File: config.mk
export PLATFORM = sky130hd
export DESIGN_NAME = sau_front
export DESIGN_NICKNAME = d
export VERILOG_FILES = /design/src/design/sau_pkg.sv /design/src/design/sau_front.sv
export SDC_FILE = /design/constraint.sdc
export NUM_CORES = 2
export LEC_CHECK = 0
export BUFFER_PORTS_ARGS = -buffer_cell sky130_fd_sc_hd__buf_4
export CAP_MARGIN = 15
export CORE_MARGIN = 3
export CORE_UTILIZATION = 58
export DETAILED_ROUTE_END_ITERATION = 8
export HOLD_SLACK_MARGIN = 0.02
export PLACE_DENSITY = 0.77
export SLEW_MARGIN = 10
export SYNTH_ARGS = -nofsm -noshare
export SYNTH_HDL_FRONTEND = slang
export SYNTH_SLANG_ARGS = --single-unit
File: constraint.sdc
create_clock -name i_clk -period 18.9 [get_ports i_clk]
set_input_delay 0.945 -clock i_clk [delete_from_list [all_inputs] [get_ports i_clk]]
set_output_delay 0.945 -clock i_clk [all_outputs]
set_load 0.02 [all_outputs]
File: src/design/sau_pkg.sv
// sau_pkg: shared types, constants and range helper for the signed arithmetic unit.
// No dependencies.
package sau_pkg;

    localparam int MAX_WIDTH = 32;
    localparam int DATA_W    = 32;
    localparam int WID_W     = 6;
    localparam int PROD_W    = 2 * DATA_W;
    localparam int N_CELLS   = DATA_W;

    localparam logic [WID_W-1:0] WIDTH_MIN   = WID_W'(2);
    localparam logic [WID_W-1:0] WIDTH_MAX   = WID_W'((MAX_WIDTH < 32) ? MAX_WIDTH : 32);
    localparam logic [WID_W-1:0] WIDTH_RESET = WID_W'(8);

    typedef enum logic [1:0] {
        ACT_ADD = 2'd0,
        ACT_SUB = 2'd1,
        ACT_MUL = 2'd2,
        ACT_DIV = 2'd3
    } t_act;

    typedef enum logic [1:0] {
        ST_OK      = 2'd0,
        ST_OPND    = 2'd1,
        ST_RANGE   = 2'd2,
        ST_DIVZERO = 2'd3
    } t_status;

    // One transaction as it travels down the divider cells.
    typedef struct packed {
        t_act                      act;
        t_status                   st;
        logic [WID_W-1:0]          w;
        logic                      neg;
        logic [DATA_W-1:0]         rem;
        logic [DATA_W-1:0]         dvd;
        logic [DATA_W-1:0]         dvs;
        logic [DATA_W-1:0]         quo;
        logic signed [PROD_W-1:0]  res;
    } t_tok;

    function automatic logic in_range(input logic signed [PROD_W-1:0] v,
                                      input logic [WID_W-1:0] w);
        logic signed [PROD_W-1:0] hi;
        logic signed [PROD_W-1:0] lo;
        hi = (PROD_W'(1) <<< (w - WID_W'(1))) - PROD_W'(1);
        lo = -hi - PROD_W'(1);
        return (v >= lo) && (v <= hi);
    endfunction

endpackage

File: src/design/sau_front.sv
// sau_front: operand range check, add/sub/multiply and divider setup stage.
// Depends on sau_pkg.
module sau_front (
    input  logic                       i_clk,
    input  logic                       i_rst_n,
    input  logic                       i_en,
    input  logic                       i_valid,
    input  logic [1:0]                 i_action,
    input  logic signed [31:0]         i_operand_a,
    input  logic signed [31:0]         i_operand_b,
    input  logic [sau_pkg::WID_W-1:0]  i_width,
    output logic                       o_valid,
    output sau_pkg::t_tok              o_tok
);
    import sau_pkg::*;

    logic [WID_W-1:0]         eff_w;
    logic signed [PROD_W-1:0] a64;
    logic signed [PROD_W-1:0] b64;
    t_tok                     n_tok;
    t_tok                     r_tok;
    logic                     r_valid;

    always_comb begin
        if (i_width < WIDTH_MIN) begin
            eff_w = WIDTH_MIN;
        end else if (i_width > WIDTH_MAX) begin
            eff_w = WIDTH_MAX;
        end else begin
            eff_w = i_width;
        end
        a64 = PROD_W'(i_operand_a);
        b64 = PROD_W'(i_operand_b);

        n_tok     = '0;
        n_tok.act = t_act'(i_action);
        n_tok.w   = eff_w;
        n_tok.neg = i_operand_a[DATA_W-1] ^ i_operand_b[DATA_W-1];
        n_tok.dvd = i_operand_a[DATA_W-1] ? DATA_W'(-i_operand_a) : DATA_W'(i_operand_a);
        n_tok.dvs = i_operand_b[DATA_W-1] ? DATA_W'(-i_operand_b) : DATA_W'(i_operand_b);

        if (!in_range(a64, eff_w) || !in_range(b64, eff_w)) begin
            n_tok.st = ST_OPND;
        end else if (n_tok.act == ACT_DIV && i_operand_b == '0) begin
            n_tok.st = ST_DIVZERO;
        end else begin
            n_tok.st = ST_OK;
        end

        unique case (n_tok.act)
            ACT_ADD: n_tok.res = a64 + b64;
            ACT_SUB: n_tok.res = a64 - b64;
            ACT_MUL: n_tok.res = i_operand_a * i_operand_b;
            default: n_tok.res = '0;
        endcase
    end

    always_ff @(posedge i_clk) begin
        if (!i_rst_n) begin
            r_valid <= 1'b0;
        end else if (i_en) begin
            r_valid <= i_valid;
        end
        if (i_en) begin
            r_tok <= n_tok;
        end
    end

    assign o_valid = r_valid;
    assign o_tok   = r_tok;
endmodule

==> metrics <==
Rel. slew slack=30.9%; CTS root buf=clkbuf_16; H-Tree Depth=4; Max-Cap Viols=0; Worst Skew=0 ns; clock sinks=140; die area=93,300 um^2; DRT Wirelength=164,000 um; Slew Viols, Final=0; post-synth top area cell=fa_1; drt drc=0; Clock Pin Slew Worst Setup and Hold Paths=0.07 ns; WHS Path Cells=2; fin crit period=10.36 ns; Critical Path AT=10.61 ns; Filler cells=7,433; CP startpoint kind=input port; final hold violations=0; CP Capture Type=register; CTS tree=yes; DRT Pass-1 Iters=6; share of the synthesized area in the top cell type=41.7%; maximum clock rate=0.0966 GHz; Nets=7,402; Synth-to-Final Area Change=5.37%; share of cells above drive strength 1=5.08%; antenna violations before repair=6; Final Wtd Congestion=0.979; core area=88,600 um^2; number of DRC markers in iteration 0=4,161; Slew @ Worst Pin=1.02 ns; clk_lat worst skew=0.52 ns; Syn Area/Cell=9.14 um^2; DRT antenna net count=0; post-synth cell types=78; number of synthesized flops with an enable pin=139; GRT Residual Overflow=0; synth warn=0; Max Buffers Root-to-Sink=2; largest net degree at the start of global routing=80; top cells by area, synth=fa_1 42%, ha_1 12%, inv_1 8.2%; Post-CTS Resized=0; GRT Util Overall=35.8%; cells on worst reg2reg path=2; Seq/Total Area, Yosys=8.06%; clock buffer count from CTS=17; register area=4190 um^2; Final setup viols=0; Initial Utilization=58.7%; Synth Flop Type=edfxtp_1; largest fanout on the critical path=40; IO buf count=215; detailed placement HPWL=123,000 um; Die Y=305 um; Ports=280; final worst-path cycle share=54.8%; crit path kind=input port to register; synthesized cell area=52,000 um^2; HP Class=register to register; Gate Count Post-Synth=5,691; Vias=41,200; status=finished clean; Post-synth ARST share=0%; non-filler cells in the finished layout=6,915; first-pass GRT wire length=252,000 um; floorplan row count=109; width of the die=305 um; RSZ-0062 raised after global routing=false; Worst EP required=19.15 ns; Post-CTS Hold Fix Bufs=0; area taken by multi-input logic gates=42,500 um^2; Vias per Instance=5.96; Inst Count DP=6,880; Post-CTS Setup Inserts=0; flops & latches, synth=140; setup TNS=0 ns; wire per inst=23.7 um; Util after Layout=61.8%; vias in the first global route=42,800
cell usage in the layout, fill, tap and decap left out, types with 10 or more instances in the layout:
cell type / count
ha_1: 508
o21a_1: 13
o211ai_1: 14
nor2b_1: 25
inv_1: 1130
o22ai_1: 24
mux2i_1: 10
conb_1: 137
and3_1: 16
xor2_1: 35
o21bai_1: 43
a31oi_1: 16
or4_1: 19
and2_1: 456
nand2b_1: 33
o31ai_1: 29
clkbuf_16: 17
a21o_1: 85
a211oi_1: 18
o21ai_0: 180
edfxtp_1: 139
xnor2_1: 128
nand4_1: 48
fa_1: 1084
nor2_1: 236
or3_1: 13
o41ai_1: 13
nand2_1: 579
nor3_1: 45
nand3_1: 31
nor4_1: 31
a21oi_1: 216
buf_4: 233
layout make-up:
type / instances / share of cell area, %
tap: 1165 / 2.66
multi-input combinational: 4207 / 77.6
clock buffer: 17 / 0.776
timing repair buffer: 234 / 3.21
inverter: 1134 / 7.77
antenna: 3 / 0.0137
sequential: 140 / 7.65
clock inverter: 15 / 0.320
per-stage QoR:
stage                     setup slack [ns]  hold WS, ns  area (um^2)
after global placement                8.37        0.505        54200
after floorplan                       9.92        0.589        52500
final                                 8.54        0.537        54800
after detailed placement              8.08        0.520        54200
after CTS                             8.66        0.540        54800
after global routing                  8.12        0.576        54800
metal layers:
layer / share of wire (%) / track usage [%] / up-vias
met5: 0 / 0 / -
met1: 36 / 45.0 / 20700
met4: 7.0 / 20.6 / 0
met2: 46 / 57.0 / 2421
li1: - / - / 17500
met3: 11 / 8.76 / 572
synth_stat cells (85+ instances only):
master	instances
a21o_1	85
a21oi_1	216
and2_1	456
clkbuf_1	272
edfxtp_1	139
fa_1	1084
ha_1	508
inv_1	1130
nand2_1	580
nor2_1	236
o21ai_0	181
xnor2_1	128
cell families (layout without fill, tap and decap cells):
| kind of cell | after synthesis | after routing | synth area share (%) |
|---|---|---|---|
| fa+ha+maj | 1593 | 1593 | 54.0 |
| simple gates | 1567 | 1567 | 14.9 |
| buf+inv | 1479 | 1400 | 11.2 |
| compound gates | 737 | 737 | 8.93 |
| xor+xnor | 163 | 163 | 2.74 |
| flops | 140 | 140 | 8.06 |
| mux | 10 | 10 | 0.192 |
| other cells | 2 | 140 | 0.0144 |
sequential cells by signal (all words and copies together) (netlist names):
| signal | count |
|---|---|
| o_tok | 139 |
| o_valid | 1 |
critical path: stages:
cell	delay [ns]
buf_4	0.50
clkinv_1	0.68
nor2_1	0.45
fa_1	0.48
inv_1	0.24
fa_1	0.47
inv_1	0.22
fa_1	0.50
fa_1	0.85
inv_1	0.41
fa_1	0.59
inv_1	0.05
fa_1	0.54
inv_1	0.05
fa_1	0.47
inv_1	0.06
fa_1	0.45
ha_1	0.43
nand4_1	0.21
nand2b_1	0.22
o41a_1	0.49
o21ai_0	0.54
a21oi_1	0.21
o21ba_2	0.24
mux2i_1	0.13
o21ai_0	0.10
path summary, 6_finish.rpt:
| kind | startpoint | end | slack [ns] |
|---|---|---|---|
| max | i_operand_a[31] | o_tok[60]$_DFFE_PP_ | 8.54 |
| min | o_valid$_SDFFE_PN0P_ | o_valid$_SDFFE_PN0P_ | 0.54 |
| max reg2reg | o_valid$_SDFFE_PN0P_ | o_valid$_SDFFE_PN0P_ | 18.29 |
| min reg2reg | o_valid$_SDFFE_PN0P_ | o_valid$_SDFFE_PN0P_ | 0.54 |
Power is not shown: default switching activity piles up to over one toggle a cycle in this logic, so the estimate is an artifact.
