`config.mk`:
```
export PLATFORM = sky130hd
export DESIGN_NAME = sau_cell
export DESIGN_NICKNAME = d
export VERILOG_FILES = /design/src/design/sau_pkg.sv /design/src/design/sau_cell.sv
export SDC_FILE = /design/constraint.sdc
export NUM_CORES = 1
export LEC_CHECK = 0
export BUFFER_PORTS_ARGS = -buffer_cell sky130_fd_sc_hd__buf_4
export CORE_AREA = 3 3 158 160
export CTS_CLUSTER_SIZE = 8
export DETAILED_ROUTE_END_ITERATION = 8
export DIE_AREA = 0 0 161 163
export REMOVE_ABC_BUFFERS = 1
export SETUP_SLACK_MARGIN = 0.2
export SYNTH_ARGS = -nofsm -noshare
export SYNTH_HDL_FRONTEND = slang
export SYNTH_SLANG_ARGS = --single-unit
```
`constraint.sdc`:
```
create_clock -name i_clk -period 4.4 [get_ports i_clk]
set_clock_uncertainty 0.15 [all_clocks]
set_input_delay 0.44 -clock i_clk [delete_from_list [all_inputs] [get_ports i_clk]]
set_output_delay 0.44 -clock i_clk [all_outputs]
set_load 0.01 [all_outputs]
```
`src/design/sau_pkg.sv`:
```
// sau_pkg: shared types, constants and range helper for the signed arithmetic unit.
// No dependencies.
package sau_pkg;

    localparam int MAX_WIDTH = 32;
    localparam int DATA_W    = 32;
    localparam int WID_W     = 6;
    localparam int PROD_W    = 2 * DATA_W;
    localparam int N_CELLS   = DATA_W;

    localparam logic [WID_W-1:0] WIDTH_MIN   = WID_W'(2);
    localparam logic [WID_W-1:0] WIDTH_MAX   = WID_W'((MAX_WIDTH < 32) ? MAX_WIDTH : 32);
    localparam logic [WID_W-1:0] WIDTH_RESET = WID_W'(8);

    typedef enum logic [1:0] {
        ACT_ADD = 2'd0,
        ACT_SUB = 2'd1,
        ACT_MUL = 2'd2,
        ACT_DIV = 2'd3
    } t_act;

    typedef enum logic [1:0] {
        ST_OK      = 2'd0,
        ST_OPND    = 2'd1,
        ST_RANGE   = 2'd2,
        ST_DIVZERO = 2'd3
    } t_status;

    // One transaction as it travels down the divider cells.
    typedef struct packed {
        t_act                      act;
        t_status                   st;
        logic [WID_W-1:0]          w;
        logic                      neg;
        logic [DATA_W-1:0]         rem;
        logic [DATA_W-1:0]         dvd;
        logic [DATA_W-1:0]         dvs;
        logic [DATA_W-1:0]         quo;
        logic signed [PROD_W-1:0]  res;
    } t_tok;

    function automatic logic in_range(input logic signed [PROD_W-1:0] v,
                                      input logic [WID_W-1:0] w);
        logic signed [PROD_W-1:0] hi;
        logic signed [PROD_W-1:0] lo;
        hi = (PROD_W'(1) <<< (w - WID_W'(1))) - PROD_W'(1);
        lo = -hi - PROD_W'(1);
        return (v >= lo) && (v <= hi);
    endfunction

endpackage

```
`src/design/sau_cell.sv`:
```
// sau_cell: one restoring-division step, one quotient bit per cell.
// Depends on sau_pkg.
module sau_cell (
    input  logic           i_clk,
    input  logic           i_rst_n,
    input  logic           i_en,
    input  logic           i_valid,
    input  sau_pkg::t_tok  i_tok,
    output logic           o_valid,
    output sau_pkg::t_tok  o_tok
);
    import sau_pkg::*;

    logic [DATA_W:0] trial;
    logic            fits;
    t_tok            n_tok;
    t_tok            r_tok;
    logic            r_valid;

    always_comb begin
        trial     = {i_tok.rem, i_tok.dvd[DATA_W-1]};
        fits      = trial >= {1'b0, i_tok.dvs};
        n_tok     = i_tok;
        n_tok.dvd = {i_tok.dvd[DATA_W-2:0], 1'b0};
        n_tok.rem = fits ? DATA_W'(trial - {1'b0, i_tok.dvs}) : trial[DATA_W-1:0];
        n_tok.quo = {i_tok.quo[DATA_W-2:0], fits};
    end

    always_ff @(posedge i_clk) begin
        if (!i_rst_n) begin
            r_valid <= 1'b0;
        end else if (i_en) begin
            r_valid <= i_valid;
        end
        if (i_en) begin
            r_tok <= n_tok;
        end
    end

    assign o_valid = r_valid;
    assign o_tok   = r_tok;
endmodule

```
==> results_dict.tcl, run 1 <==
set metrics [dict create \
    postSynthRegisterBits 203 \
    critical_path.reg2reg.endpoint "o_valid$_SDFFE_PN0P_" \
    ant_nets 0 \
    first_global_vias 7247 \
    tritoncts.num_buffers 29 \
    ys_async_sr_fraction_pct 0 \
    comb_power_share_pct 19.6 \
    clk_latency_ps 530 \
    fp.dieArea_um2 26200 \
    pwr_density_cell_nw_per_um2 388 \
    leakage_power_nw 6.14 \
    fill_cells 1850 \
    drive_gt1_share_pct 39.1 \
    place_hpwl_um 21300 \
    i_o_pin_count 411 \
    core_area_um2 23500 \
    initial_core_util_pct 35.3 \
    critPathLaunchType "primary input" \
    r2r_start "o_valid$_SDFFE_PN0P_" \
    finalPower_mw 5.54 \
    routability_congestion_estimate 0.821 \
    final_min_period_over_clock_period_pct 88.5 \
    num-nets-final 1385 \
    synth_cell_types 49 \
    status "completed" \
    worst_setup_path_end_kind "register" \
    cts_root_buf "clkbuf_16" \
    cts_tree "yes" \
    syn_area_per_cell_um2 15.1 \
    synth_enable_flop_cells 202 \
    final_max_slew_viol_count 0 \
    criticalPathCategory "in2reg" \
    buffer_ports.inserted 408 \
    kind_of_path_behind_the_tightest_hold_check "in2reg" \
    post_drt_wl_per_cell_um 21.0 \
    vias 6933 \
    ys_seq_area_share_pct 73.1 \
    relSlewSlack_pct 28.0 \
    timing.fmax_mhz 257 \
    endpoint "o_tok[190]$_DFFE_PP_" \
    worstPathArrival_ps 4020 \
    internal_cell_power_mw 4.18 \
    critical_path.max_fanout 4 \
    drt-initial-drc-count 477 \
    global_route.overflow_total 0 \
    max_cap_violations 0 \
    grt_pass1_wl_um 45400 \
    post_synth_inst_count 550 \
    swShare_pct 24.7 \
    ys.flop_type "edfxtp_1" \
    ctsLongestPathBuffers 3 \
    detail_route.wirelength_um 31100 \
    n_antenna_cell 0 \
    length_in_cells_of_the_worst_reg_to_reg_path 2 \
    cts.htree.levels 1 \
    total_routing_resource_utilization_after_global_routing_pct 22.7 \
    syn_to_final_growth_pct 71.7 \
    detail_route.drc_violations 0 \
    post_cts_buffers 0 \
    worstPathRequired_ps 4530 \
    die-width_um 161 \
    clockPowerShare_pct 37.2 \
    final_period_minus_worst_setup_slack_ps 3890 \
    clkSinkCount 203 \
    syn-cell-area_um2 8320 \
    layout_common_cells "buf_4 (409), edfxtp_1 (202), dlygate4sd3_1 (170)" \
    report.final.setup_viol 0 \
    clk_pin_slew_worst_paths_ps 50 \
    rsz0062_at_grt "false" \
    die_height_um 163 \
    cell_rows 56 \
    worst_ir_drop_vdd_uv 244 \
    post_cts_hold_buffer_count 170 \
    cts_repair_resize_count 0 \
    timing_hold_violations_final 0 \
    power.share.sequential_pct 43.3 \
    timing.critical_path.from "i_tok[96]" \
    switching_power_of_the_nets_mw 1.37 \
    firstDrtPassIters 4 \
    grt_max_degree 126 \
    detail_routed_via_count_per_cell 4.69 \
    grt_antenna_before_repair 4 \
    yosysWarningCount 0 \
    worstMarginPinSlew_ps 1080 \
    timing.setup.tns_ps 0 \
    mostFrequentLayoutCell "buf_4" \
    setup.reg_to_reg.worst_slack_ps 3600 \
]
==> logic make-up (layout without fill, tap and decap cells) <==
family	after synthesis	in the layout	share of synthesized area, %
multiplexers	13	13	1.71
buffers and inverters	56	666	2.84
AO/OA/AOI/OAI	118	118	8.84
AND/OR/NAND/NOR	99	99	5.52
other	1	1	0.0451
adder cells (fa/ha/maj)	33	33	5.05
XOR/XNOR	27	27	2.84
flip-flops	203	203	73.1
==> layer usage <==
metal / vias up / share of wire (%) / GRT usage (%)
met5: - / 0.16 / 0
met4: 8 / 4.9 / 9.97
met3: 77 / 7.5 / 7.04
met2: 305 / 50 / 38.5
met1: 3285 / 38 / 26.8
li1: 3258 / - / -
==> worst min path at each step <==
stage / cells past startpoint / startpoint / endpoint
after detailed placement: 2 / o_valid$_SDFFE_PN0P_ / o_valid$_SDFFE_PN0P_
after global placement: 2 / o_valid$_SDFFE_PN0P_ / o_valid$_SDFFE_PN0P_
after floorplan: 2 / o_valid$_SDFFE_PN0P_ / o_valid$_SDFFE_PN0P_
final: 2 / i_tok[189] / o_tok[190]$_DFFE_PP_
after global routing: 2 / i_tok[189] / o_tok[190]$_DFFE_PP_
after CTS: 3 / i_valid / o_valid$_SDFFE_PN0P_
==> state kept, by name, summed over array words and instances, names as in the netlist <==
| name | flops |
|---|---|
| o_tok | 202 |
| o_valid | 1 |
==> stage by stage <==
step / util, % / hold WS [ps] / area, µm² / worst slack (ps) / std cells
after floorplan: - / 388 / 8230 / 386 / 532
after global placement: 49.9 / 362 / 11800 / 542 / 1263
after detailed placement: 49.9 / 372 / 11800 / 543 / 1263
after CTS: 60.7 / 13.3 / 14300 / 543 / 1479
after global routing: 60.7 / 43.0 / 14300 / 306 / 1479
final: 60.7 / 54.9 / 14300 / 507 / 1479
==> synth_stat cells (all sizes together) (5+ instances only) <==
| cell type | number | area [µm²] |
|---|---|---|
| nor2 | 36 | 135 |
| buf | 12 | 70.1 |
| xor2 | 11 | 96.3 |
| o21a | 6 | 45.0 |
| mux2 | 10 | 113 |
| nand4 | 7 | 43.8 |
| a21o | 12 | 90.1 |
| a31oi | 5 | 31.3 |
| nand2 | 27 | 101 |
| edfxtp | 202 | 6070 |
| xnor2 | 16 | 140 |
| a21oi | 54 | 270 |
| nand3 | 8 | 40.0 |
| clkbuf | 6 | 23.8 |
| o21ai | 17 | 88.8 |
| ha | 32 | 400 |
| inv | 38 | 143 |
==> cell type report <==
cell class | count | area (µm²) | area share, %
Multi-Input combinational cell | 291 | 2000 | 14.0
Inverter | 38 | 143 | 0.999
Clock buffer | 44 | 782 | 5.47
Tap cell | 319 | 399 | 2.79
Clock inverter | 2 | 50.0 | 0.350
Timing Repair Buffer | 582 | 4830 | 33.8
Sequential cell | 203 | 6090 | 42.6
==> worst max-delay path, stage by stage <==
cell and delay [ps]:
dlygate4sd3_1 540, buf_4 140, ha_1 220, fa_1 390, nand2b_1 180, a21oi_1 160, o21ai_0 230, o311a_1 400
a31oi_1 320, a21oi_1 230, o41ai_1 370, xor2_1 120, mux2_1 300
==> power by group through the flow <==
stage / Sequential (mW) / Combinational, mW / Clock, mW
after detailed placement: 2.43 / 0.947 / 0
after CTS: 2.39 / 1.08 / 2.11
after global routing: 2.41 / 1.16 / 2.20
final: 2.40 / 1.09 / 2.06
after floorplan: 2.52 / 0.279 / 0
after global placement: 2.42 / 0.940 / 0
No activity file was read; power rests on OpenSTA's default activity.
==> run 2, diff against run 1 <==
CORE_AREA = 2 2 162 164   (was 3 3 158 160)
CTS_CLUSTER_DIAMETER = 200   (was default)
DIE_AREA = 0 0 164 166   (was 0 0 161 163)
clock period = 3.5 ns   (was 4.4 ns; I/O delays follow)
==> run 2 against run 1 <==
  * Cell area up 4.5%
  * Combinational power rose by 36%
  * Worst setup slack worse by 180 ps
  * Largest cell class unchanged
  * Critical path depth up 1
  * Non-clock buffer count is 56 higher
  * Register-to-register slack got worse by 1500 ps
  * Die area grew 3.7%
  * First-iteration DRC count is 15% lower
  * Cell count grew 4.6%
  * Utilization down 2.4 points
  * Flip-flop and latch count did not move
==> results_dict.tcl, run 2 (synthesized netlist as in run 1, its figures left out) <==
set metrics [dict create \
    status "completed" \
    finalInstanceArea_um2 14900 \
    ant_nets 0 \
    vias 7201 \
    detail_route.drc_violations 0 \
    hold_path_depth 3 \
    drt-initial-drc-count 407 \
    criticalPathCategory "in2reg" \
    timing_hold_violations_final 0 \
    comb_power_share_pct 21.3 \
    met2_wirelength_um 15100 \
    largest_reg_flops 202 \
    report.final.setup_viol 0 \
    tritoncts.num_buffers 29 \
    total_routing_resource_utilization_after_global_routing_pct 21.0 \
    worstPathArrival_ps 3290 \
    met3_wirelength_um 2150 \
    max_cap_violations 0 \
    cts.htree.levels 1 \
    initial_core_util_pct 32.5 \
    buffer_ports.inserted 408 \
    kind_of_path_behind_the_tightest_hold_check "in2reg" \
    power.share.sequential_pct 43.4 \
    rsz0062_at_grt "false" \
    grt_pass1_wl_um 43400 \
    detail_routed_via_count_per_cell 4.65 \
    die-width_um 164 \
    swShare_pct 24.6 \
    finalPower_mw 6.94 \
    ctsLongestPathBuffers 3 \
    whs_ps 33.1 \
    global_route.overflow_total 0 \
    place_hpwl_um 21300 \
    mostFrequentLayoutCell "buf_4" \
    critPathLaunchType "primary input" \
    syn_to_final_growth_pct 79.4 \
    routability_congestion_estimate 0.863 \
    clk_latency_ps 510 \
    fp.dieArea_um2 27200 \
    placement.cell_area_um2 12000 \
    cts_root_buf "clkbuf_16" \
    leakage_power_nw 6.50 \
    final_max_slew_viol_count 0 \
    worst_ir_drop_vdd_uv 345 \
    timing.fmax_mhz 315 \
    cts_tree "yes" \
    die_height_um 166 \
    clockPowerShare_pct 35.3 \
    clk_pin_slew_worst_paths_ps 50 \
    core_area_um2 25600 \
    critical_path.max_fanout 7 \
    relSlewSlack_pct 57.1 \
    wirelength_met1_um 11900 \
    grt_max_degree 75 \
    final_min_period_over_clock_period_pct 90.7 \
    grt_antenna_before_repair 2 \
    post_drt_wl_per_cell_um 19.8 \
    drive_gt1_share_pct 41.3 \
    critical_path.reg2reg.endpoint "o_valid$_SDFFE_PN0P_" \
    setup.reg_to_reg.worst_slack_ps 2150 \
    length_in_cells_of_the_worst_reg_to_reg_path 3 \
    switching_power_of_the_nets_mw 1.71 \
    firstDrtPassIters 4 \
    first_global_vias 7227 \
    timing.hold.worst.start "i_tok[174]" \
    min_to "o_tok[175]$_DFFE_PP_" \
    final_period_minus_worst_setup_slack_ps 3170 \
    worstMarginPinSlew_ps 643 \
    clkSinkCount 203 \
    num-nets-final 1441 \
    layout_common_cells "buf_4 (433), edfxtp_1 (202), dlygate4sd3_1 (187)" \
    internal_cell_power_mw 5.24 \
    maxUsedRoutingLayer "met5" \
    post-route-util_pct 58.3 \
    i_o_pin_count 411 \
    worst_setup_path_end_kind "register" \
    worstPathRequired_ps 3620 \
    r2r_start "o_valid$_SDFFE_PN0P_" \
    detail_route.wirelength_um 30600 \
    fill_cells 2013 \
    cell_rows 59 \
    pwr_density_cell_nw_per_um2 465 \
]
==> run 2: cell types whose count changed in the layout (fill, tap and decap cells not counted), moves of 3 or more <==
cell and change:
buf_4 +24, mux2_4 +9, mux2_2 -6, buf_6 +6, mux2_1 -3, dlygate4sd3_1 +17, dlymetal6s4s_1 +6, ha_4 +4
clkbuf_1 -4, ha_1 -4
==> run 2: cell type report <==
class | count | area (µm²) | area share [%]
flip-flops and latches | 203 | 6090 | 40.8
repair buffers | 638 | 5380 | 36.1
inverters | 38 | 143 | 0.956
well taps | 335 | 419 | 2.81
diodes | 1 | 2.50 | 0.0168
clock buffers | 40 | 767 | 5.14
multi-input cells | 291 | 2120 | 14.2
clock inverters | 1 | 7.51 | 0.0503
==> run 2: power by group through the flow <==
stage,sequential (mW),combinational (mW),clock (mW)
2_1_floorplan,3.17,0.350,0
3_3_place_gp,3.05,1.22,0
3_5_place_dp,3.05,1.23,0
4_1_cts,3.01,1.42,2.54
5_1_grt,3.03,1.58,2.61
6_report,3.01,1.48,2.45
==> run 2: how the worst max path moves through the flow <==
| stage | start | endpoint | depth (start not counted) |
|---|---|---|---|
| global placement | i_tok[96] | o_tok[190]$_DFFE_PP_ | 12 |
| global route | i_tok[105] | o_tok[167]$_DFFE_PP_ | 14 |
| CTS | i_tok[173] | o_tok[173]$_DFFE_PP_ | 12 |
| finish | i_tok[105] | o_tok[167]$_DFFE_PP_ | 14 |
| detailed placement | i_tok[96] | o_tok[190]$_DFFE_PP_ | 12 |
| floorplan | i_tok[103] | o_tok[163]$_DFFE_PP_ | 10 |
==> run 2: worst max-delay path, stage by stage <==
cell           delay (ps)
dlygate4sd3_1         530
buf_4                 120
inv_1                  40
ha_1                  300
nand2_2                70
or4_1                 420
a21oi_2               170
nor3_4                 80
a211oi_2              270
o21ai_2               110
o31ai_4               230
buf_6                 160
buf_12                130
mux2_4                300
==> run 2: metrics by stage <==
step / instances / setup slack [ps] / TNS (ps)
floorplan: 532 / -424 / -8240
global placement: 1305 / -125 / -125
detailed placement: 1305 / -129 / -129
CTS: 1539 / 208 / 0
global route: 1547 / 220 / 0
finish: 1547 / 325 / 0
==> run 2: repair_timing <==
item                                   CTS  global route
gates resized for setup                  0            35
hold buffers                           193             0
setup endpoints to repair                0            21
endpoints found under the hold margin  192             0
setup buffers                            0             5
==> run 2: routing by layer <==
layer / up-vias / track usage [%]
met1: 3463 / 24.7
met3: 76 / 4.52
met2: 292 / 36.9
met4: 2 / 8.70
met5: - / 0
li1: 3368 / -
