## src/design/sau_pkg.sv

```systemverilog
// sau_pkg: shared types, constants and range helper for the signed arithmetic unit.
// No dependencies.
package sau_pkg;

    localparam int MAX_WIDTH = 32;
    localparam int DATA_W    = 32;
    localparam int WID_W     = 6;
    localparam int PROD_W    = 2 * DATA_W;
    localparam int N_CELLS   = DATA_W;

    localparam logic [WID_W-1:0] WIDTH_MIN   = WID_W'(2);
    localparam logic [WID_W-1:0] WIDTH_MAX   = WID_W'((MAX_WIDTH < 32) ? MAX_WIDTH : 32);
    localparam logic [WID_W-1:0] WIDTH_RESET = WID_W'(8);

    typedef enum logic [1:0] {
        ACT_ADD = 2'd0,
        ACT_SUB = 2'd1,
        ACT_MUL = 2'd2,
        ACT_DIV = 2'd3
    } t_act;

    typedef enum logic [1:0] {
        ST_OK      = 2'd0,
        ST_OPND    = 2'd1,
        ST_RANGE   = 2'd2,
        ST_DIVZERO = 2'd3
    } t_status;

    // One transaction as it travels down the divider cells.
    typedef struct packed {
        t_act                      act;
        t_status                   st;
        logic [WID_W-1:0]          w;
        logic                      neg;
        logic [DATA_W-1:0]         rem;
        logic [DATA_W-1:0]         dvd;
        logic [DATA_W-1:0]         dvs;
        logic [DATA_W-1:0]         quo;
        logic signed [PROD_W-1:0]  res;
    } t_tok;

    function automatic logic in_range(input logic signed [PROD_W-1:0] v,
                                      input logic [WID_W-1:0] w);
        logic signed [PROD_W-1:0] hi;
        logic signed [PROD_W-1:0] lo;
        hi = (PROD_W'(1) <<< (w - WID_W'(1))) - PROD_W'(1);
        lo = -hi - PROD_W'(1);
        return (v >= lo) && (v <= hi);
    endfunction

endpackage

```

## src/design/sau_back.sv

```systemverilog
// sau_back: quotient sign fix, result range check and output register.
// Depends on sau_pkg.
module sau_back (
    input  logic                 i_clk,
    input  logic                 i_rst_n,
    input  logic                 i_en,
    input  logic                 i_valid,
    input  sau_pkg::t_tok        i_tok,
    output logic                 o_valid,
    output logic signed [31:0]   o_result_value,
    output logic [1:0]           o_status_code
);
    import sau_pkg::*;

    logic signed [PROD_W-1:0] quo64;
    logic signed [PROD_W-1:0] r64;
    t_status                  st;
    logic                     r_valid;
    logic [DATA_W-1:0]        r_value;
    t_status                  r_st;

    always_comb begin
        quo64 = PROD_W'({{DATA_W{1'b0}}, i_tok.quo});
        if (i_tok.act == ACT_DIV) begin
            r64 = i_tok.neg ? -quo64 : quo64;
        end else begin
            r64 = i_tok.res;
        end
        st = i_tok.st;
        if (st == ST_OK && !in_range(r64, i_tok.w)) begin
            st = ST_RANGE;
        end
    end

    always_ff @(posedge i_clk) begin
        if (!i_rst_n) begin
            r_valid <= 1'b0;
        end else if (i_en) begin
            r_valid <= i_valid;
        end
        if (i_en) begin
            r_value <= (st == ST_OK) ? r64[DATA_W-1:0] : '0;
            r_st    <= st;
        end
    end

    assign o_valid        = r_valid;
    assign o_result_value = r_value;
    assign o_status_code  = r_st;
endmodule

```

## config.mk

```make
export PLATFORM = sky130hd
export DESIGN_NAME = sau_back
export DESIGN_NICKNAME = d
export VERILOG_FILES = /design/src/design/sau_pkg.sv /design/src/design/sau_back.sv
export SDC_FILE = /design/constraint.sdc
export NUM_CORES = 1
export LEC_CHECK = 0
export BUFFER_PORTS_ARGS = -buffer_cell sky130_fd_sc_hd__buf_2
export CORE_AREA = 2 2 131 108
export CTS_CLUSTER_DIAMETER = 40
export DETAILED_ROUTE_END_ITERATION = 12
export DIE_AREA = 0 0 133 110
export HOLD_SLACK_MARGIN = 0.15
export PLACE_DENSITY_LB_ADDON = 0.2
export RECOVER_POWER = 100
export SYNTH_ARGS = -nofsm -noshare
export SYNTH_HDL_FRONTEND = slang
export SYNTH_SLANG_ARGS = --single-unit
```

## constraint.sdc

```tcl
create_clock -name i_clk -period 14.5 [get_ports i_clk]
set_input_delay 2.9 -clock i_clk [delete_from_list [all_inputs] [get_ports i_clk]]
set_output_delay 2.9 -clock i_clk [all_outputs]
set_load 0.01 [all_outputs]
```

==> flow_metrics.tcl, run 1 <==
set metrics [dict create \
    setup.worst_path.class "primary input to flop" \
    path_max_fanout 33 \
    pre_cts_ws_ps 3590 \
    critPathTopFamily "simple AND/OR/NAND/NOR gates" \
    drt_first_iter_violations 827 \
    r2r-start "o_valid$_SDFFE_PN0P_" \
    p_int_uw 321 \
    cts-root-buf "clkbuf_16" \
    drive_gt1_share_pct 13.2 \
    hold_viol 0 \
    chipHeight_um 110 \
    status "finished with violations" \
    period_needed_ps 12320 \
    finalClockSkew_ps 0 \
    slew_headroom_pct -29.7 \
    r2r_setup_slack_ps 13900 \
    hold_start "o_valid$_SDFFE_PN0P_" \
    holdPathEnd "o_valid$_SDFFE_PN0P_" \
    synth_area_per_cell_um2 7.21 \
    hold_class "flop to flop" \
    drt_first_pass_iters 6 \
    core_area_um2 13300 \
    dp_cells 1341 \
    cp_slowest_stage_delay_ps 1140 \
    first_global_vias 7182 \
    violations "capacitance limit, slew limit" \
    dieArea_um2 14600 \
    met2_length_um 9910 \
    cts_buffers 5 \
    vias 8237 \
    rsz0062_at_grt "false" \
    cts_resized 0 \
    crit_chain "clkbuf_1 -> or2_0 -> clkinv_1 -> ha_1 -> o21ba_1 -> nor3_1 -> o32ai_1 -> or4_4 -> nand4b_4 -> or2_0 -> o31a_1 -> o22a_1 -> ha_1 -> nand4_1 -> or4_1 -> nor4b_1 -> nand3_1 -> o211a_1 -> and3_1 -> o31ai_4 -> clkbuf_1 -> and3b_1" \
    routed_wirelength_um 24300 \
    num_antenna_cells 0 \
    combPwrFrac_pct 61.6 \
    critPathBufInv 3 \
    fin_nets 1508 \
    numPortBuffers 145 \
    final_area_um2 8530 \
    final_max_slew_viol_count 70 \
    grt_pass1_wl_um 37700 \
    finalNonFillerCells 1349 \
    cts.clk_slew.worst_paths_ps 60 \
    place_area_um2 8440 \
    postCtsSetupRepairBufs 0 \
    crit_path_start_kind "primary input" \
    yosysTopAreaCell "ha_1" \
    worstPathArrival_ps 12360 \
    clk_path_buf_depth 2 \
    fillers 1245 \
    cts_tree "done" \
    ys_warn_count 0 \
    r2r_cells 2 \
    place.gp.congestion 1.06 \
    finalSetupTns_ps 0 \
    htree_levels 2 \
    rows 38 \
    async_reset_ff_share_pct 0 \
    postRouteAntennaNets 0 \
    setup_viol 0 \
    ir_drop_uv 48.0 \
    syn2layout_area_growth_pct 12.5 \
    ys_seq_area_share_pct 13.7 \
    synth_nets 1391 \
    worst_slack_ps 2180 \
    fin_crit_sh_pct 85.0 \
    cts_hold_buffers 0 \
    io_pins 242 \
    p_leak_uw 0.00393 \
    worst_pin_slew_ps 1950 \
    drcViolationCount 0 \
    synth_top_area_share_pct 21.9 \
    grt_max_degree 65 \
    netlist_instances 1051 \
    ys_types 75 \
    synthTopCellsByArea "ha_1 22%, edfxtp_1 13%, nand2_1 6.5%, a21oi_1 5.3%, nor2_1 5.2%" \
    ys.flop_type "edfxtp_1" \
    powerDensity_nw_per_um2 70.2 \
    cts_sinks 35 \
    fmax_mhz 81.2 \
    seq_power_share_pct 20.6 \
    die_w_um 133 \
    holdWs_ps 515 \
    wire_per_inst_um 18.0 \
    ys_ff_latch 35 \
    min_path_cells 2 \
    p_sw_share_pct 46.4 \
    power_frac_clock_pct 17.8 \
    hpwl_um 19500 \
    grt_use_total_pct 32.6 \
    met1_length_um 11400 \
    required_ps 14540 \
    r2r-end "o_valid$_SDFFE_PN0P_" \
    cpMaxStageDelayCell "clkbuf_1" \
    highest_layer "met4" \
    synth_area_um2 7580 \
    synth-edff-count 34 \
    gr-total-overflow 0 \
    clock_latency_ps 280 \
    mostFrequentLayoutCells "133 x ha_1, 131 x nand2_1, 107 x buf_2" \
    max_cap_violations 2 \
    final_common_cell "ha_1" \
    antenna_found_initial 0 \
    end_kind "flop" \
    start_util_pct 57.2 \
    drt-vias-per-instance 6.11 \
    met3WireLength_um 2520 \
    switchingPower_uw 278 \
]
area by class of cell:
type	count	area, um2	share of cell area (%)
sequential	35	1040	12.2
tap	180	225	2.64
timing repair buffer	158	772	9.05
clock buffer	5	125	1.47
clock inverter	3	20.0	0.235
multi-input combinational	888	6040	70.9
inverter	80	300	3.52
logic make-up (layout without fill, tap and decap cells):
logic type / count (synthesis) / after routing / share of synthesized area [%]
multiplexers: 5 / 5 / 0.677
AND/OR/NAND/NOR: 397 / 397 / 25.2
XOR/XNOR: 49 / 49 / 5.66
AO/OA/AOI/OAI: 304 / 304 / 26.2
adder cells (fa/ha/maj): 133 / 133 / 21.9
flip-flops: 35 / 35 / 13.7
buffers and inverters: 128 / 246 / 6.65
registers in the layout, summed over array words and instances, names as in the netlist:
register        cells
o_result_value     32
o_status_code       2
o_valid             1
power groups by stage:
| stage | combinational (uW) | sequential, uW | clock [uW] |
|---|---|---|---|
| finish | 368 | 123 | 107 |
| global route | 411 | 124 | 111 |
| CTS | 365 | 123 | 107 |
| detailed placement | 362 | 125 | 0 |
| global placement | 355 | 125 | 0 |
| floorplan | 254 | 128 | 0 |
through the flow:
| stage | power, uW | utilization (%) |
|---|---|---|
| finish | 598 | 64.3 |
| global route | 646 | 64.3 |
| CTS | 595 | 64.7 |
| detailed placement | 487 | 63.6 |
| global placement | 480 | 63.6 |
| floorplan | 382 | - |
cells in the mapped netlist (4+ instances only):
cell type,count
o41ai_1,9
a21boi_0,7
o22ai_1,7
nand2b_1,8
inv_1,78
clkbuf_1,37
and3_1,9
xnor2_1,14
o21bai_1,4
edfxtp_1,34
a31oi_1,6
nand4_1,19
nor3_1,21
ha_1,133
nor4_1,18
a21o_1,7
or4_1,5
mux2i_1,4
nand3b_1,4
a31o_2,8
o21a_1,38
o31ai_1,14
and3b_1,5
a311oi_1,5
a221oi_1,6
nor2b_1,20
nand3_1,21
and2_1,4
or3_1,8
a21oi_1,80
or2_2,4
nor2_1,105
o21ai_0,78
nand2_1,132
buf_2,7
a311o_1,5
xor2_1,35
worst register-to-register path, cell delays in order, from the launching register on:
cell and delay, ps:
dfxtp_1 320, mux2i_1 60, nor2b_1 150
routing by layer:
layer	global-route usage [%]	up-vias
li1	-	4004
met1	48.1	3789
met2	48.9	403
met3	6.86	41
met4	6.68	0
met5	0	-
worst max path at each step:
stage / start / end / slack, ps / cells past startpoint
3_5_place_dp: i_tok[194] / o_result_value[28]$_SDFFCE_PP0P_ / 3590 / 22
2_1_floorplan: i_tok[193] / o_result_value[28]$_SDFFCE_PP0P_ / 5300 / 28
3_3_place_gp: i_tok[194] / o_result_value[24]$_SDFFCE_PP0P_ / 3640 / 22
6_report: i_tok[194] / o_result_value[25]$_SDFFCE_PP0P_ / 2180 / 22
4_1_cts: i_tok[194] / o_result_value[25]$_SDFFCE_PP0P_ / 3850 / 22
5_1_grt: i_tok[194] / o_result_value[7]$_SDFFCE_PP0P_ / 1830 / 22
Note: power is estimated with default switching activity, not from simulation.
==> inputs of run 2 (changes only) <==
Settings changed: CORE_AREA 2 2 131 108 to 2 2 136 111, DIE_AREA 0 0 133 110 to 0 0 138 113.
Clock period 14.5 ns to 11.7 ns, I/O delays scaled along.
==> run 2 against run 1 <==
  * The flow still finishes with violations (capacitance limit, slew limit)
  * Highest routed layer unchanged
  * Sequential share of layout area about the same
  * Hold slack gained 11 ps
  * Combinational power rose by 23%
  * Utilization fell by 3.9 points
==> flow_metrics.tcl, run 2 (synthesis results as in run 1) <==
set metrics [dict create \
    combPwrFrac_pct 60.7 \
    max_cap_violations 1 \
    start_util_pct 53.6 \
    hpwl_um 18900 \
    drt-vias-per-instance 6.06 \
    r2r_cells 2 \
    worst_pin_slew_ps 2070 \
    drt_first_iter_violations 694 \
    routed_wirelength_um 23700 \
    postRouteAntennaNets 0 \
    seq_power_share_pct 20.5 \
    first_global_vias 7300 \
    drive_gt1_share_pct 13.3 \
    holdPathEnd "o_valid$_SDFFE_PN0P_" \
    status "finished with violations" \
    gr-total-overflow 0 \
    min_path_cells 2 \
    slew_headroom_pct -37.7 \
    r2r-start "o_valid$_SDFFE_PN0P_" \
    fmax_mhz 93.3 \
    cp_slowest_stage_delay_ps 840 \
    clk_path_buf_depth 2 \
    finalSetupTns_ps 0 \
    grtUsageMet1_pct 43.6 \
    htree_levels 2 \
    end_kind "flop" \
    syn2layout_area_growth_pct 12.6 \
    cts_resized 0 \
    drcViolationCount 0 \
    grt_busiest_layer "met2" \
    period_needed_ps 10710 \
    die_w_um 138 \
    num_antenna_cells 0 \
    cts_hold_buffers 0 \
    finalNonFillerCells 1353 \
    dp_cells 1345 \
    dieArea_um2 15600 \
    rsz0062_at_grt "false" \
    p_leak_uw 0.00395 \
    grt_pass1_wl_um 37400 \
    cts_tree "done" \
    p_sw_share_pct 45.8 \
    hold_class "flop to flop" \
    cts-root-buf "clkbuf_16" \
    cpMaxStageDelayCell "ha_1" \
    antenna_found_initial 0 \
    fillers 1384 \
    powerDensity_nw_per_um2 87.3 \
    vias 8205 \
    mostFrequentLayoutCells "133 x ha_1, 131 x nand2_1, 108 x buf_2" \
    final_max_slew_viol_count 36 \
    largest_reg_flops 32 \
    numPortBuffers 145 \
    critPathBufInv 3 \
    r2r_setup_slack_ps 11080 \
    postCtsSetupRepairBufs 0 \
    setup.worst_path.class "primary input to flop" \
    switchingPower_uw 342 \
    hold_start "o_valid$_SDFFE_PN0P_" \
    critPathTopFamily "simple AND/OR/NAND/NOR gates" \
    finalClockSkew_ps 0 \
    hold_viol 0 \
    grt_max_degree 65 \
    crit_path_start_kind "primary input" \
    p_int_uw 404 \
    drt_first_pass_iters 6 \
    clock_latency_ps 280 \
    worstPathArrival_ps 10750 \
    final_common_cell "ha_1" \
    met2_usage_pct 44.7 \
    core_area_um2 14200 \
    violations "capacitance limit, slew limit" \
    cts.clk_slew.worst_paths_ps 60 \
    r2r-end "o_valid$_SDFFE_PN0P_" \
    required_ps 11740 \
    ir_drop_uv 63.6 \
    cts_sinks 35 \
    rows 39 \
    grtUsageMet3_pct 6.18 \
    wire_per_inst_um 17.5 \
    place.gp.congestion 1.09 \
    chipHeight_um 113 \
    fin_nets 1508 \
    path_max_fanout 33 \
    fin_crit_sh_pct 91.6 \
    power_frac_clock_pct 18.7 \
    crit_chain "buf_2 -> or2_0 -> clkinv_1 -> ha_1 -> o21ba_1 -> nor3_1 -> o32ai_1 -> or4_4 -> nand4b_4 -> or2_0 -> o31a_1 -> o22a_1 -> ha_1 -> nand4_1 -> or4_1 -> nor4b_1 -> nand3_1 -> o211a_1 -> and3_1 -> o31ai_4 -> clkbuf_2 -> and3b_1" \
    grt_use_total_pct 29.4 \
    io_pins 242 \
    cts_buffers 5 \
    setup_viol 0 \
]
==> run 2: cell types whose count changed in the layout (fill, tap and decap cells not counted) <==
cell        change
buf_2           +1
clkinvlp_4      -2
clkbuf_8        +1
clkinv_4        +1
clkbuf_1        -1
clkinv_2        -1
clkbuf_2        +1
==> run 2: worst max path at each step <==
| stage | from | depth (start not counted) | to | slack, ps |
|---|---|---|---|---|
| after floorplan | i_tok[193] | 28 | o_result_value[28]$_SDFFCE_PP0P_ | 3060 |
| after detailed placement | i_tok[193] | 22 | o_result_value[28]$_SDFFCE_PP0P_ | 1420 |
| final | i_tok[193] | 22 | o_result_value[28]$_SDFFCE_PP0P_ | 990 |
| after global placement | i_tok[193] | 22 | o_result_value[25]$_SDFFCE_PP0P_ | 1480 |
| after CTS | i_tok[193] | 22 | o_result_value[25]$_SDFFCE_PP0P_ | 1710 |
| after global routing | i_tok[193] | 22 | o_result_value[24]$_SDFFCE_PP0P_ | 670 |
==> run 2: layout make-up <==
class	count	area (um2)	share of cell area, %
Inverter	80	300	3.52
Tap cell	184	230	2.70
Clock buffer	7	143	1.67
Timing Repair Buffer	158	774	9.07
Multi-Input combinational cell	888	6040	70.8
Sequential cell	35	1040	12.2
Clock inverter	1	8.76	0.103
==> run 2: tightest hold or removal path, cell delays in order, from the launching register on <==
cell     delay, ps
dfxtp_1        330
mux2i_1         70
nor2b_1        100
==> run 2: metal layers <==
metal	vias up	routed length, um	part of all wire [%]
li1	3983	-	-
met5	-	0	0
met1	3766	11000	47
met2	422	9730	41
met3	34	2520	11
met4	0	354	1.5
==> run 2: power groups by stage <==
stage / Sequential [uW] / Combinational (uW) / Clock [uW]
final: 153 / 453 / 140
after global routing: 154 / 505 / 148
after detailed placement: 155 / 446 / 0
after CTS: 153 / 449 / 140
after global placement: 155 / 438 / 0
after floorplan: 159 / 315 / 0
==> run 2: stage by stage <==
stage	util, %	total power, uW	worst slack [ps]	area, um2	hold WS, ps
floorplan	-	474	3060	7580	538
global placement	59.7	593	1480	8450	491
detailed placement	59.7	601	1420	8450	518
CTS	60.8	741	1710	8600	529
global route	60.4	807	674	8540	589
finish	60.4	746	986	8540	526
